### config.mk
export PLATFORM = sky130hd
export DESIGN_NAME = base64_line_wrapped_encoder_core
export DESIGN_NICKNAME = d
export VERILOG_FILES = /design/src/sv/b64w_pkg.sv /design/src/sv/b64w_front.sv /design/src/sv/b64w_job_fifo.sv /design/src/sv/b64w_back.sv /design/src/sv/base64_line_wrapped_encoder_core.sv
export SDC_FILE = /design/constraint.sdc
export NUM_CORES = 1
export LEC_CHECK = 0
export BUFFER_PORTS_ARGS = -buffer_cell sky130_fd_sc_hd__buf_2
export CORE_MARGIN = 1.5
export CORE_UTILIZATION = 50
export DETAILED_ROUTE_END_ITERATION = 16
export GPL_ROUTABILITY_DRIVEN = 0
export PLACE_DENSITY = 0.67
export SLEW_MARGIN = 20
export SYNTH_ARGS = -nofsm -noshare
export SYNTH_HDL_FRONTEND = slang
export SYNTH_SLANG_ARGS = --single-unit
### constraint.sdc
create_clock -name clk -period 5.6 [get_ports clk]
set_input_delay 0.28 -clock clk [delete_from_list [all_inputs] [get_ports clk]]
set_output_delay 0.28 -clock clk [all_outputs]
set_load 0.005 [all_outputs]
### src/sv/b64w_pkg.sv
// Shared types, constants and the base64 character lookup for the line-wrapped encoder.
// No dependencies; every other file refers to this package by scoped names.
package b64w_pkg;

    localparam logic [7:0] PAD_CHAR   = 8'h3D;
    localparam logic [7:0] CR_CHAR    = 8'h0D;
    localparam logic [7:0] LF_CHAR    = 8'h0A;
    localparam logic [7:0] MIN_LINE   = 8'd4;
    localparam logic [7:0] RESET_LINE = 8'd76;

    localparam logic [1:0] PH_CHAR = 2'd0;
    localparam logic [1:0] PH_CR   = 2'd1;
    localparam logic [1:0] PH_LF   = 2'd2;

    // One group of four characters handed from the front to the back.
    typedef struct packed {
        logic [3:0][7:0] chars;
        logic            grp;   // full group: line position counts and breaks apply
        logic            fin;   // group ends the stream
    } job_t;

    typedef struct packed {
        logic [7:0] ch;
        logic       last;
        logic       send;
    } res_t;

    function automatic logic [7:0] b64_char(input logic [5:0] v);
        logic [7:0] c;
        case (v) inside
            [6'd0:6'd25]:  c = 8'(v) + 8'd65;
            [6'd26:6'd51]: c = 8'(v) + 8'd71;
            [6'd52:6'd61]: c = 8'(v) - 8'd4;
            6'd62:         c = 8'h2B;
            default:       c = 8'h2F;
        endcase
        return c;
    endfunction

endpackage

### src/sv/b64w_front.sv
// Front end: accepts bytes, holds partial groups and builds four-character jobs.
// Depends on b64w_pkg.
module b64w_front (
    input  logic            clk,
    input  logic            rst_n,
    input  logic            push,
    input  logic [7:0]      data_byte,
    input  logic            final_byte,
    input  logic            q_full,
    output logic            job_wr,
    output b64w_pkg::job_t  job
);

    logic [7:0] h0_reg, h1_reg;
    logic [1:0] cnt_reg, cnt_next;
    logic       acc;
    logic       is_full;
    logic [7:0] a, b, c;
    logic [5:0] s0, s1, s2, s3;

    assign acc     = push && !q_full;
    assign is_full = (cnt_reg == 2'd2);
    assign job_wr  = acc && (is_full || final_byte);

    always_comb
    begin
        if (is_full)
        begin
            a = h0_reg;
            b = h1_reg;
            c = data_byte;
        end
        else
        begin
            a = (cnt_reg == 2'd0) ? data_byte : h0_reg;
            b = (cnt_reg == 2'd1) ? data_byte : 8'd0;
            c = 8'd0;
        end
        s0 = a[7:2];
        s1 = {a[1:0], b[7:4]};
        s2 = {b[3:0], c[7:6]};
        s3 = c[5:0];
        job.chars[0] = b64w_pkg::b64_char(s0);
        job.chars[1] = b64w_pkg::b64_char(s1);
        job.chars[2] = (is_full || cnt_reg == 2'd1) ? b64w_pkg::b64_char(s2)
                                                     : b64w_pkg::PAD_CHAR;
        job.chars[3] = is_full ? b64w_pkg::b64_char(s3) : b64w_pkg::PAD_CHAR;
        job.grp      = is_full;
        job.fin      = final_byte;
    end

    always_comb
    begin
        cnt_next = cnt_reg;
        if (acc)
        begin
            if (is_full || final_byte)
                cnt_next = 2'd0;
            else
                cnt_next = cnt_reg + 2'd1;
        end
    end

    always_ff @(posedge clk or negedge rst_n)
    begin
        if (!rst_n)
            cnt_reg <= 2'd0;
        else
            cnt_reg <= cnt_next;
    end

    always_ff @(posedge clk)
    begin
        if (acc && !is_full && !final_byte)
        begin
            if (cnt_reg[0])
                h1_reg <= data_byte;
            else
                h0_reg <= data_byte;
        end
    end

    a_cnt_range: assert property (@(posedge clk) disable iff (!rst_n)
        cnt_reg != 2'd3) else $error("group count out of range");
    a_fin_clears: assert property (@(posedge clk) disable iff (!rst_n)
        (acc && final_byte) |=> cnt_reg == 2'd0) else $error("final byte left bytes held");
    a_job_on_third: assert property (@(posedge clk) disable iff (!rst_n)
        (acc && is_full) |-> job_wr) else $error("completed group produced no job");

endmodule

### src/sv/b64w_job_fifo.sv
// Two-entry job queue between the front and the back.
// Depends on b64w_pkg for the job type.
module b64w_job_fifo (
    input  logic            clk,
    input  logic            rst_n,
    input  logic            wr_en,
    input  b64w_pkg::job_t  wr_data,
    output logic            full,
    input  logic            rd_en,
    output logic            valid,
    output b64w_pkg::job_t  rd_data
);

    b64w_pkg::job_t mem_reg [2];
    logic           wp_reg, rp_reg;
    logic [1:0]     cnt_reg;

    assign full    = (cnt_reg == 2'd2);
    assign valid   = (cnt_reg != 2'd0);
    assign rd_data = mem_reg[rp_reg];

    always_ff @(posedge clk)
    begin
        if (wr_en)
            mem_reg[wp_reg] <= wr_data;
    end

    always_ff @(posedge clk or negedge rst_n)
    begin
        if (!rst_n)
        begin
            wp_reg  <= 1'b0;
            rp_reg  <= 1'b0;
            cnt_reg <= 2'd0;
        end
        else
        begin
            if (wr_en)
                wp_reg <= ~wp_reg;
            if (rd_en)
                rp_reg <= ~rp_reg;
            cnt_reg <= cnt_reg + {1'b0, wr_en} - {1'b0, rd_en};
        end
    end

    a_no_overflow: assert property (@(posedge clk) disable iff (!rst_n)
        !(wr_en && full)) else $error("job queue overflow");
    a_no_underflow: assert property (@(posedge clk) disable iff (!rst_n)
        !(rd_en && !valid)) else $error("job queue underflow");
    a_cnt_range: assert property (@(posedge clk) disable iff (!rst_n)
        cnt_reg != 2'd3) else $error("job queue count out of range");

endmodule

### src/sv/b64w_back.sv
// Back end: emits characters one per cycle while its two-entry result queue has room,
// tracks line position, inserts CR LF, holds the line length register; needs b64w_pkg.
module b64w_back (
    input  logic            clk,
    input  logic            rst_n,
    input  logic            cfg_we,
    input  logic [7:0]      cfg_wdata,
    input  logic            job_valid,
    input  b64w_pkg::job_t  job,
    output logic            job_rd,
    input  logic            pop,
    output logic            empty,
    output logic [7:0]      out_char,
    output logic            run_last,
    output logic            stream_end
);

    logic [7:0]      len_reg;
    logic [7:0]      pos_reg, pos_next;
    logic [1:0]      idx_reg, idx_next;
    logic [1:0]      phase_reg, phase_next;
    logic [7:0]      limit, pos_inc;
    logic            brk, emit, res_last;
    b64w_pkg::res_t  res;

    b64w_pkg::res_t  oq_reg [2];
    logic            owp_reg, orp_reg;
    logic [1:0]      ocnt_reg;
    logic            opop;

    assign limit   = (len_reg < b64w_pkg::MIN_LINE) ? b64w_pkg::MIN_LINE : len_reg;
    assign pos_inc = pos_reg + 8'd1;
    assign brk     = job.grp && (pos_inc >= limit);
    assign emit    = job_valid && (ocnt_reg != 2'd2);
    assign job_rd  = emit && res_last;

    always_comb
    begin
        case (phase_reg)
            b64w_pkg::PH_CHAR:
            begin
                res.ch   = job.chars[idx_reg];
                res_last = !brk && (idx_reg == 2'd3);
            end
            b64w_pkg::PH_CR:
            begin
                res.ch   = b64w_pkg::CR_CHAR;
                res_last = 1'b0;
            end
            b64w_pkg::PH_LF:
            begin
                res.ch   = b64w_pkg::LF_CHAR;
                res_last = (idx_reg == 2'd3);
            end
            default:
            begin
                res.ch   = 8'd0;
                res_last = 1'b0;
            end
        endcase
        res.last = res_last;
        res.send = res_last && job.fin;
    end

    always_comb
    begin
        pos_next   = pos_reg;
        idx_next   = idx_reg;
        phase_next = phase_reg;
        if (emit)
        begin
            case (phase_reg)
                b64w_pkg::PH_CHAR:
                begin
                    if (brk)
                    begin
                        pos_next   = 8'd0;
                        phase_next = b64w_pkg::PH_CR;
                    end
                    else
                    begin
                        if (job.grp)
                            pos_next = pos_inc;
                        idx_next = idx_reg + 2'd1;
                    end
                end
                b64w_pkg::PH_CR:
                    phase_next = b64w_pkg::PH_LF;
                b64w_pkg::PH_LF:
                begin
                    phase_next = b64w_pkg::PH_CHAR;
                    idx_next   = idx_reg + 2'd1;
                end
                default:
                    phase_next = b64w_pkg::PH_CHAR;
            endcase
            if (res_last && job.fin)
                pos_next = 8'd0;
        end
    end

    always_ff @(posedge clk or negedge rst_n)
    begin
        if (!rst_n)
        begin
            len_reg   <= b64w_pkg::RESET_LINE;
            pos_reg   <= 8'd0;
            idx_reg   <= 2'd0;
            phase_reg <= b64w_pkg::PH_CHAR;
        end
        else
        begin
            if (cfg_we)
                len_reg <= cfg_wdata;
            pos_reg   <= pos_next;
            idx_reg   <= idx_next;
            phase_reg <= phase_next;
        end
    end

    // result queue: decouples emission from the consumer's pop
    assign opop       = pop && (ocnt_reg != 2'd0);
    assign empty      = (ocnt_reg == 2'd0);
    assign out_char   = oq_reg[orp_reg].ch;
    assign run_last   = oq_reg[orp_reg].last;
    assign stream_end = oq_reg[orp_reg].send;

    always_ff @(posedge clk)
    begin
        if (emit)
            oq_reg[owp_reg] <= res;
    end

    always_ff @(posedge clk or negedge rst_n)
    begin
        if (!rst_n)
        begin
            owp_reg  <= 1'b0;
            orp_reg  <= 1'b0;
            ocnt_reg <= 2'd0;
        end
        else
        begin
            if (emit)
                owp_reg <= ~owp_reg;
            if (opop)
                orp_reg <= ~orp_reg;
            ocnt_reg <= ocnt_reg + {1'b0, emit} - {1'b0, opop};
        end
    end

    a_ocnt_range: assert property (@(posedge clk) disable iff (!rst_n)
        ocnt_reg != 2'd3) else $error("result queue count out of range");
    a_pad_no_break: assert property (@(posedge clk) disable iff (!rst_n)
        (job_valid && !job.grp) |-> phase_reg == b64w_pkg::PH_CHAR)
        else $error("line break inside a padded group");
    a_end_resets_pos: assert property (@(posedge clk) disable iff (!rst_n)
        (emit && res.send) |=> pos_reg == 8'd0) else $error("line position kept past stream end");
    a_cr_then_lf: assert property (@(posedge clk) disable iff (!rst_n)
        (emit && phase_reg == b64w_pkg::PH_CR) |=> phase_reg == b64w_pkg::PH_LF)
        else $error("CR not followed by LF");

endmodule

### src/sv/base64_line_wrapped_encoder_core.sv
// Base64 encoder with line wrapping: one raw byte per push, one character per pop.
// Every third byte yields four characters, plus CR LF each time the line reaches
// line_length (values below 4 act as 4); final_byte flushes a partial group padded
// with '='. Bytes are taken one per cycle while the two-entry job queue has room;
// characters are emitted one per cycle by the single emit path in the back end
// while its two-entry result queue has room and a job is waiting.
// Write line_length only while idle.
// Depends on b64w_pkg, b64w_front, b64w_job_fifo and b64w_back.
module base64_line_wrapped_encoder_core (
    input  logic       clk,
    input  logic       rst_n,
    input  logic       cfg_we,
    input  logic [7:0] cfg_wdata,
    input  logic       push,
    output logic       full,
    input  logic [7:0] data_byte,
    input  logic       final_byte,
    output logic       empty,
    input  logic       pop,
    output logic [7:0] out_char,
    output logic       run_last,
    output logic       stream_end
);

    b64w_pkg::job_t wr_job, rd_job;
    logic           job_wr, job_rd, job_valid;

    b64w_front u_front (
        .clk        (clk),
        .rst_n      (rst_n),
        .push       (push),
        .data_byte  (data_byte),
        .final_byte (final_byte),
        .q_full     (full),
        .job_wr     (job_wr),
        .job        (wr_job)
    );

    b64w_job_fifo u_jobq (
        .clk     (clk),
        .rst_n   (rst_n),
        .wr_en   (job_wr),
        .wr_data (wr_job),
        .full    (full),
        .rd_en   (job_rd),
        .valid   (job_valid),
        .rd_data (rd_job)
    );

    b64w_back u_back (
        .clk        (clk),
        .rst_n      (rst_n),
        .cfg_we     (cfg_we),
        .cfg_wdata  (cfg_wdata),
        .job_valid  (job_valid),
        .job        (rd_job),
        .job_rd     (job_rd),
        .pop        (pop),
        .empty      (empty),
        .out_char   (out_char),
        .run_last   (run_last),
        .stream_end (stream_end)
    );

endmodule
### After elaboration in Yosys (flattened, before gate mapping)

Memory sizes are Yosys's and may differ from the RTL's.
Index checks and enable logic that the tools add are counted.

* register bits after elaboration: 46
* bits in latches: 0
* bits in writable memories: 88
* ROM bits: 0
* output and inout port bits: 12
* word-level logic and storage cells: 161
* memories kept: 2

Memory list
* u_jobq.mem_reg: depth 2, width 34, read ports 1, clocked after memory_dff 0, write ports 1, RTL line b64w_job_fifo.sv:14 `b64w_pkg::job_t mem_reg [2];`
* u_back.oq_reg: depth 2, width 10, read ports 1, clocked after memory_dff 0, write ports 1, RTL line b64w_back.sv:26 `b64w_pkg::res_t oq_reg [2];`

* $add $sub $neg: 19
* $mul: 0
* divide/modulo/power cells: 0
* $lt $le $gt $ge: 27
* equality and inequality tests: 13
* shift-type cells: 0
* mux-type cells: 41
* bitwise gates (word level): 5
* reduce and logical (&&, ||, !) cells: 41

Operator list (count)
* two-way mux 8 bit: 25
* adder 6 x 7 -> 8 bit, second input constant: 8
* <= comparator 6 bit, second input constant: 8
* subtractor 6 x 3 -> 7 bit, second input constant: 4
* == test 6 bit, second input constant: 4
* greater-or-equal comparator 6 x 1 -> 1 bit, second input constant: 4
* greater-or-equal comparator 6 x 5 -> 1 bit, second input constant: 4
* greater-or-equal comparator 6 bit, second input constant: 4
* <= comparator 6 x 5 -> 1 bit, second input constant: 4
* one-hot mux 8 bit (3 select lines): 1
* logical AND 1 bit: 22
* binary-select mux 8 bit (select 2 bit): 1
* two-way mux 3 bit: 4
* adder 8 x 1 -> 8 bit, second input constant: 1
* == test 2 bit, second input constant: 4
* greater-or-equal comparator 8 bit: 1
* < comparator 8 x 3 -> 1 bit, second input constant: 1
* one-hot mux 2 bit (2 select lines): 2
* nonzero test 2 bit: 4
* zero test 2 bit: 3
* two-way mux 2 bit: 3
* AND reduction 2 bit: 3
* AND reduction 3 bit: 2
* NOT 1 bit: 5
* other kinds (12): 24

### Depth between registers and ports, before layout

* depth in word-level cells: 10
* gate-level depth with buffers: 16
* depth with buffers taken out: 16

### Modules after synthesis

Synthesis repeated with hierarchy kept, for this count alone.

* cells, all modules: 676
* area, all modules: 8084.0 sq um

By module, submodules not included
* b64w_job_fifo: times used 1, cells an instance 121, area an instance 2803.9 sq um, sequential area each 2142.1 sq um
* b64w_front: times used 1, cells an instance 332, area an instance 2716.4 sq um, sequential area each 530.5 sq um
* b64w_back: times used 1, cells an instance 223, area an instance 2563.7 sq um, sequential area each 1204.9 sq um

### Least setup slack after synthesis

No wires, ideal clock.

* kind: reg-to-reg
* from: reg u_front.cnt_reg[0]
* to: mem u_jobq.mem_reg[0][0] (netlist name), enable pin
* arrival: 3.955 ns
* path slack: 1.177 ns
* stages on the path, launching flop included: 9
* path buffers: 4
* clock period less this slack: 4.423 ns
* path through: dfrtp_1 -> inv_1 -> ha_1 -> buf_6 -> buf_2 -> buf_1 -> clkbuf_1 -> nor2_1 -> nor3_1

* cells in the longest elaborated chain, start to end: 5

Ends and longest elaborated chain
* from (decl): RTL line b64w_front.sv:15 `logic [1:0] cnt_reg, cnt_next;`
* from (signal assigned): RTL line b64w_front.sv:69 `cnt_reg <= cnt_next;`
* == test 2 bit: RTL line b64w_front.sv:22 `assign is_full = (cnt_reg == 2'd2);`
* net u_front.is_full: RTL line b64w_front.sv:17 `logic is_full;`
* logical OR 1 bit: RTL line b64w_front.sv:23 `assign job_wr = acc && (is_full || final_byte);`
* logical AND 1 bit: RTL line b64w_front.sv:23
* two-way mux 1 bit: RTL line b64w_job_fifo.sv:24 `if (wr_en)`
* two-way mux 1 bit (implied by the code): RTL line b64w_job_fifo.sv:25 `mem_reg[wp_reg] <= wr_data;`
* to (decl): RTL line b64w_job_fifo.sv:14

The timed path passes the listed nets, and every way through them passes these cells.

==> flow_summary.json <==
{
  "avgViaCountPerCell": 5.80,
  "clkPwrFrac": 0.198,
  "setup_violations": 0,
  "postPlaceCellArea_um2": 8380,
  "htree_num_levels": 4,
  "worstHoldEndpoint": "u_back.len_reg[3]",
  "headroom_to_the_max_slew_limit": 0.440,
  "rr_endpoint": "u_jobq.mem_reg[0][9]",
  "layout_commonest_cell": "sky130_fd_sc_hd__edfxtp_1",
  "syn_nets": 791,
  "syn-mean-instance-area_um2": 11.3,
  "start_util": 0.509,
  "numCtsBuffers": 17,
  "endpoint_kind": "register",
  "mappedNetlistArea_um2": 8020,
  "hold_path_class": "primary input to register",
  "synthFlopType": "sky130_fd_sc_hd__edfxtp_1",
  "routed_wire_length_per_instance_um": 17.3,
  "synth.ff_latch_count": 134,
  "final.period_utilization": 0.695,
  "fmax_mhz": 257,
  "tritoncts": "done",
  "core_area_um2": 15800,
  "commonest_non_fill_non_tap_cells_in_the_layout": "104 x sky130_fd_sc_hd__edfxtp_1, 78 x sky130_fd_sc_hd__nand2_1, 61 x sky130_fd_sc_hd__ha_1",
  "via_count_of_the_first_global_routing_pass": 5442,
  "outcome": "completed",
  "drt_first_iter_violations": 646,
  "final_nets": 823,
  "synth_cells": 708,
  "ys_seq_area_frac": 0.483,
  "ir_worst_vdd_mv": 0.286,
  "placedCellCount": 936,
  "number_of_synthesized_flops_with_an_enable_pin": 104,
  "design.portCount": 34,
  "die-width_um": 130,
  "port_buffers": 33,
  "cts_num_sinks": 134,
  "fp.dieH_um": 130,
  "core.rowCount": 46,
  "ff2ff_path_depth": 10,
  "setup_ws_ps": 1710,
  "tightest_slew_ps": 816,
  "largest_register_ff_count": 68,
  "drc": 0,
  "dieArea_um2": 16800,
  "worstReg2RegStart": "u_front.cnt_reg[0]",
  "r2r_slack_ps": 1710,
  "criticalPathCategory": "register to register",
  "critPathRequiredTime_ps": 5700,
  "area_delta_synth_final_pct": 11.3,
  "grt_start_max_net_pins": 48,
  "clock_path_buffers": 2,
  "start_kind": "register",
  "yosys_warnings": 0,
  "min_clock_period_post_route_ps": 3890,
  "cts.clk_slew.worst_paths_ps": 60,
  "netSwitchingFraction": 0.389,
  "initial_antenna_violation_count": 0,
  "dr_pass1_iterations": 7,
  "num_vias": 5623,
  "final_design_area_no_fill_um2": 8930,
  "p_int_w": 0.00311,
  "wl_mm": 16.8,
  "global_route.overflow_total": 0,
  "unrepaired_setup_endpoints_after_global_routing": "no",
  "hold_depth": 3,
  "comb_power_share": 0.469,
  "grt.total_usage": 0.211,
  "powerDensity_nw_per_um2": 570,
  "timing.final.hold_violations": 0,
  "report.final.slew_viol_count": 0,
  "post_synth_num_cell_types": 69,
  "path_max_fanout": 16,
  "insertion_delay_ps": 420,
  "root_buffer": "sky130_fd_sc_hd__clkbuf_16",
  "p_switching_w": 0.00198,
  "max_cap_viol_count": 0,
  "skew_ps": 11.5,
  "layout-drive-gt1-share": 0.162,
  "num_antenna_cells": 0,
  "final_cells": 969,
  "power_leakage_nw": 3.61,
  "crit_path_dat_ps": 4000,
  "drtAntennaViolNets": 0,
  "hpwlAfterDp_mm": 12.3,
  "total_power_w": 0.00509,
  "dp_slack_ps": 1710,
  "cts-resized-gates": 0,
  "grt_pass1_wl_mm": 27.3,
  "fin_tns_setup_ps": 0,
  "ys_async_sr_fraction": 0.224,
  "power_frac_seq": 0.333,
  "hold_crit_start": "cfg_wdata[3]"
}
[critical path: stages, from the launching register on]
cell	delay, ps
sky130_fd_sc_hd__dfrtp_1	410
sky130_fd_sc_hd__inv_1	120
sky130_fd_sc_hd__ha_1	180
sky130_fd_sc_hd__nand2b_4	270
sky130_fd_sc_hd__mux2i_1	730
sky130_fd_sc_hd__ha_1	300
sky130_fd_sc_hd__nor2b_1	170
sky130_fd_sc_hd__nor2_1	100
sky130_fd_sc_hd__o31ai_1	330
sky130_fd_sc_hd__o21ai_0	200
sky130_fd_sc_hd__a2111oi_0	770
[stage by stage]
step,utilization,hold WS [ps]
after floorplan,-,-15.6
after global placement,0.531,378
after detailed placement,0.531,376
after CTS,0.566,63.8
after global routing,0.566,91.2
final,0.566,77.9
[worst max path at each step]
stage | startpoint | end
floorplan | u_front.cnt_reg[0] | u_jobq.mem_reg[0][0]
global placement | u_front.cnt_reg[0] | u_jobq.mem_reg[0][9]
detailed placement | u_front.cnt_reg[0] | u_jobq.mem_reg[0][9]
CTS | u_front.cnt_reg[0] | u_jobq.mem_reg[0][9]
global route | u_front.cnt_reg[0] | u_jobq.mem_reg[0][9]
finish | u_front.cnt_reg[0] | u_jobq.mem_reg[0][9]
[synthesized netlist by cell type (17+ instances only)]
| cell | instances | area [um^2] |
|---|---|---|
| sky130_fd_sc_hd__nor2_1 | 46 | 173 |
| sky130_fd_sc_hd__inv_1 | 47 | 176 |
| sky130_fd_sc_hd__ha_1 | 61 | 763 |
| sky130_fd_sc_hd__o21ai_0 | 36 | 180 |
| sky130_fd_sc_hd__nand3_1 | 19 | 95.1 |
| sky130_fd_sc_hd__xnor2_1 | 17 | 149 |
| sky130_fd_sc_hd__mux2_2 | 23 | 259 |
| sky130_fd_sc_hd__edfxtp_1 | 104 | 3120 |
| sky130_fd_sc_hd__nand2_1 | 78 | 293 |
| sky130_fd_sc_hd__dfrtp_1 | 27 | 676 |
| sky130_fd_sc_hd__mux2i_1 | 19 | 190 |
| sky130_fd_sc_hd__a21oi_1 | 24 | 120 |
[final cells by class]
class | count | area [um^2]
Clock buffer | 19 | 433
Clock inverter | 13 | 109
Fill cell | 1347 | 6840
Inverter | 47 | 176
Multi-Input combinational cell | 498 | 3830
Sequential cell | 134 | 3880
Tap cell | 216 | 270
Timing Repair Buffer | 42 | 235
[per-layer routing]
layer | GRT usage | vias up | share of wire
met5 | 0 | - | 0
met4 | 0.0647 | 0 | 0.019
met3 | 0.0434 | 27 | 0.054
met2 | 0.359 | 193 | 0.48
met1 | 0.272 | 2719 | 0.44
li1 | - | 2684 | -
[cell families after synthesis]
logic type | share of synthesized area
mux | 0.107
simple gates | 0.119
fa+ha+maj | 0.0951
flops | 0.483
compound gates | 0.126
buf+inv | 0.0401
xor+xnor | 0.0295
[power by group through the flow]
stage | sequential (W) | clock (W) | combinational (W)
2_1_floorplan | 0.00162 | 0 | 0.00186
3_3_place_gp | 0.00170 | 0 | 0.00227
3_5_place_dp | 0.00172 | 0 | 0.00237
4_1_cts | 0.00170 | 0.00102 | 0.00238
5_1_grt | 0.00173 | 0.00107 | 0.00264
6_report | 0.00170 | 0.00101 | 0.00238
[what timing repair did]
item,CTS,global route
setup buffers,0,0
endpoints found under the setup margin,0,0
hold endpoints to repair,27,0
hold buffers,1,0
No activity file was read; power rests on OpenSTA's default activity.
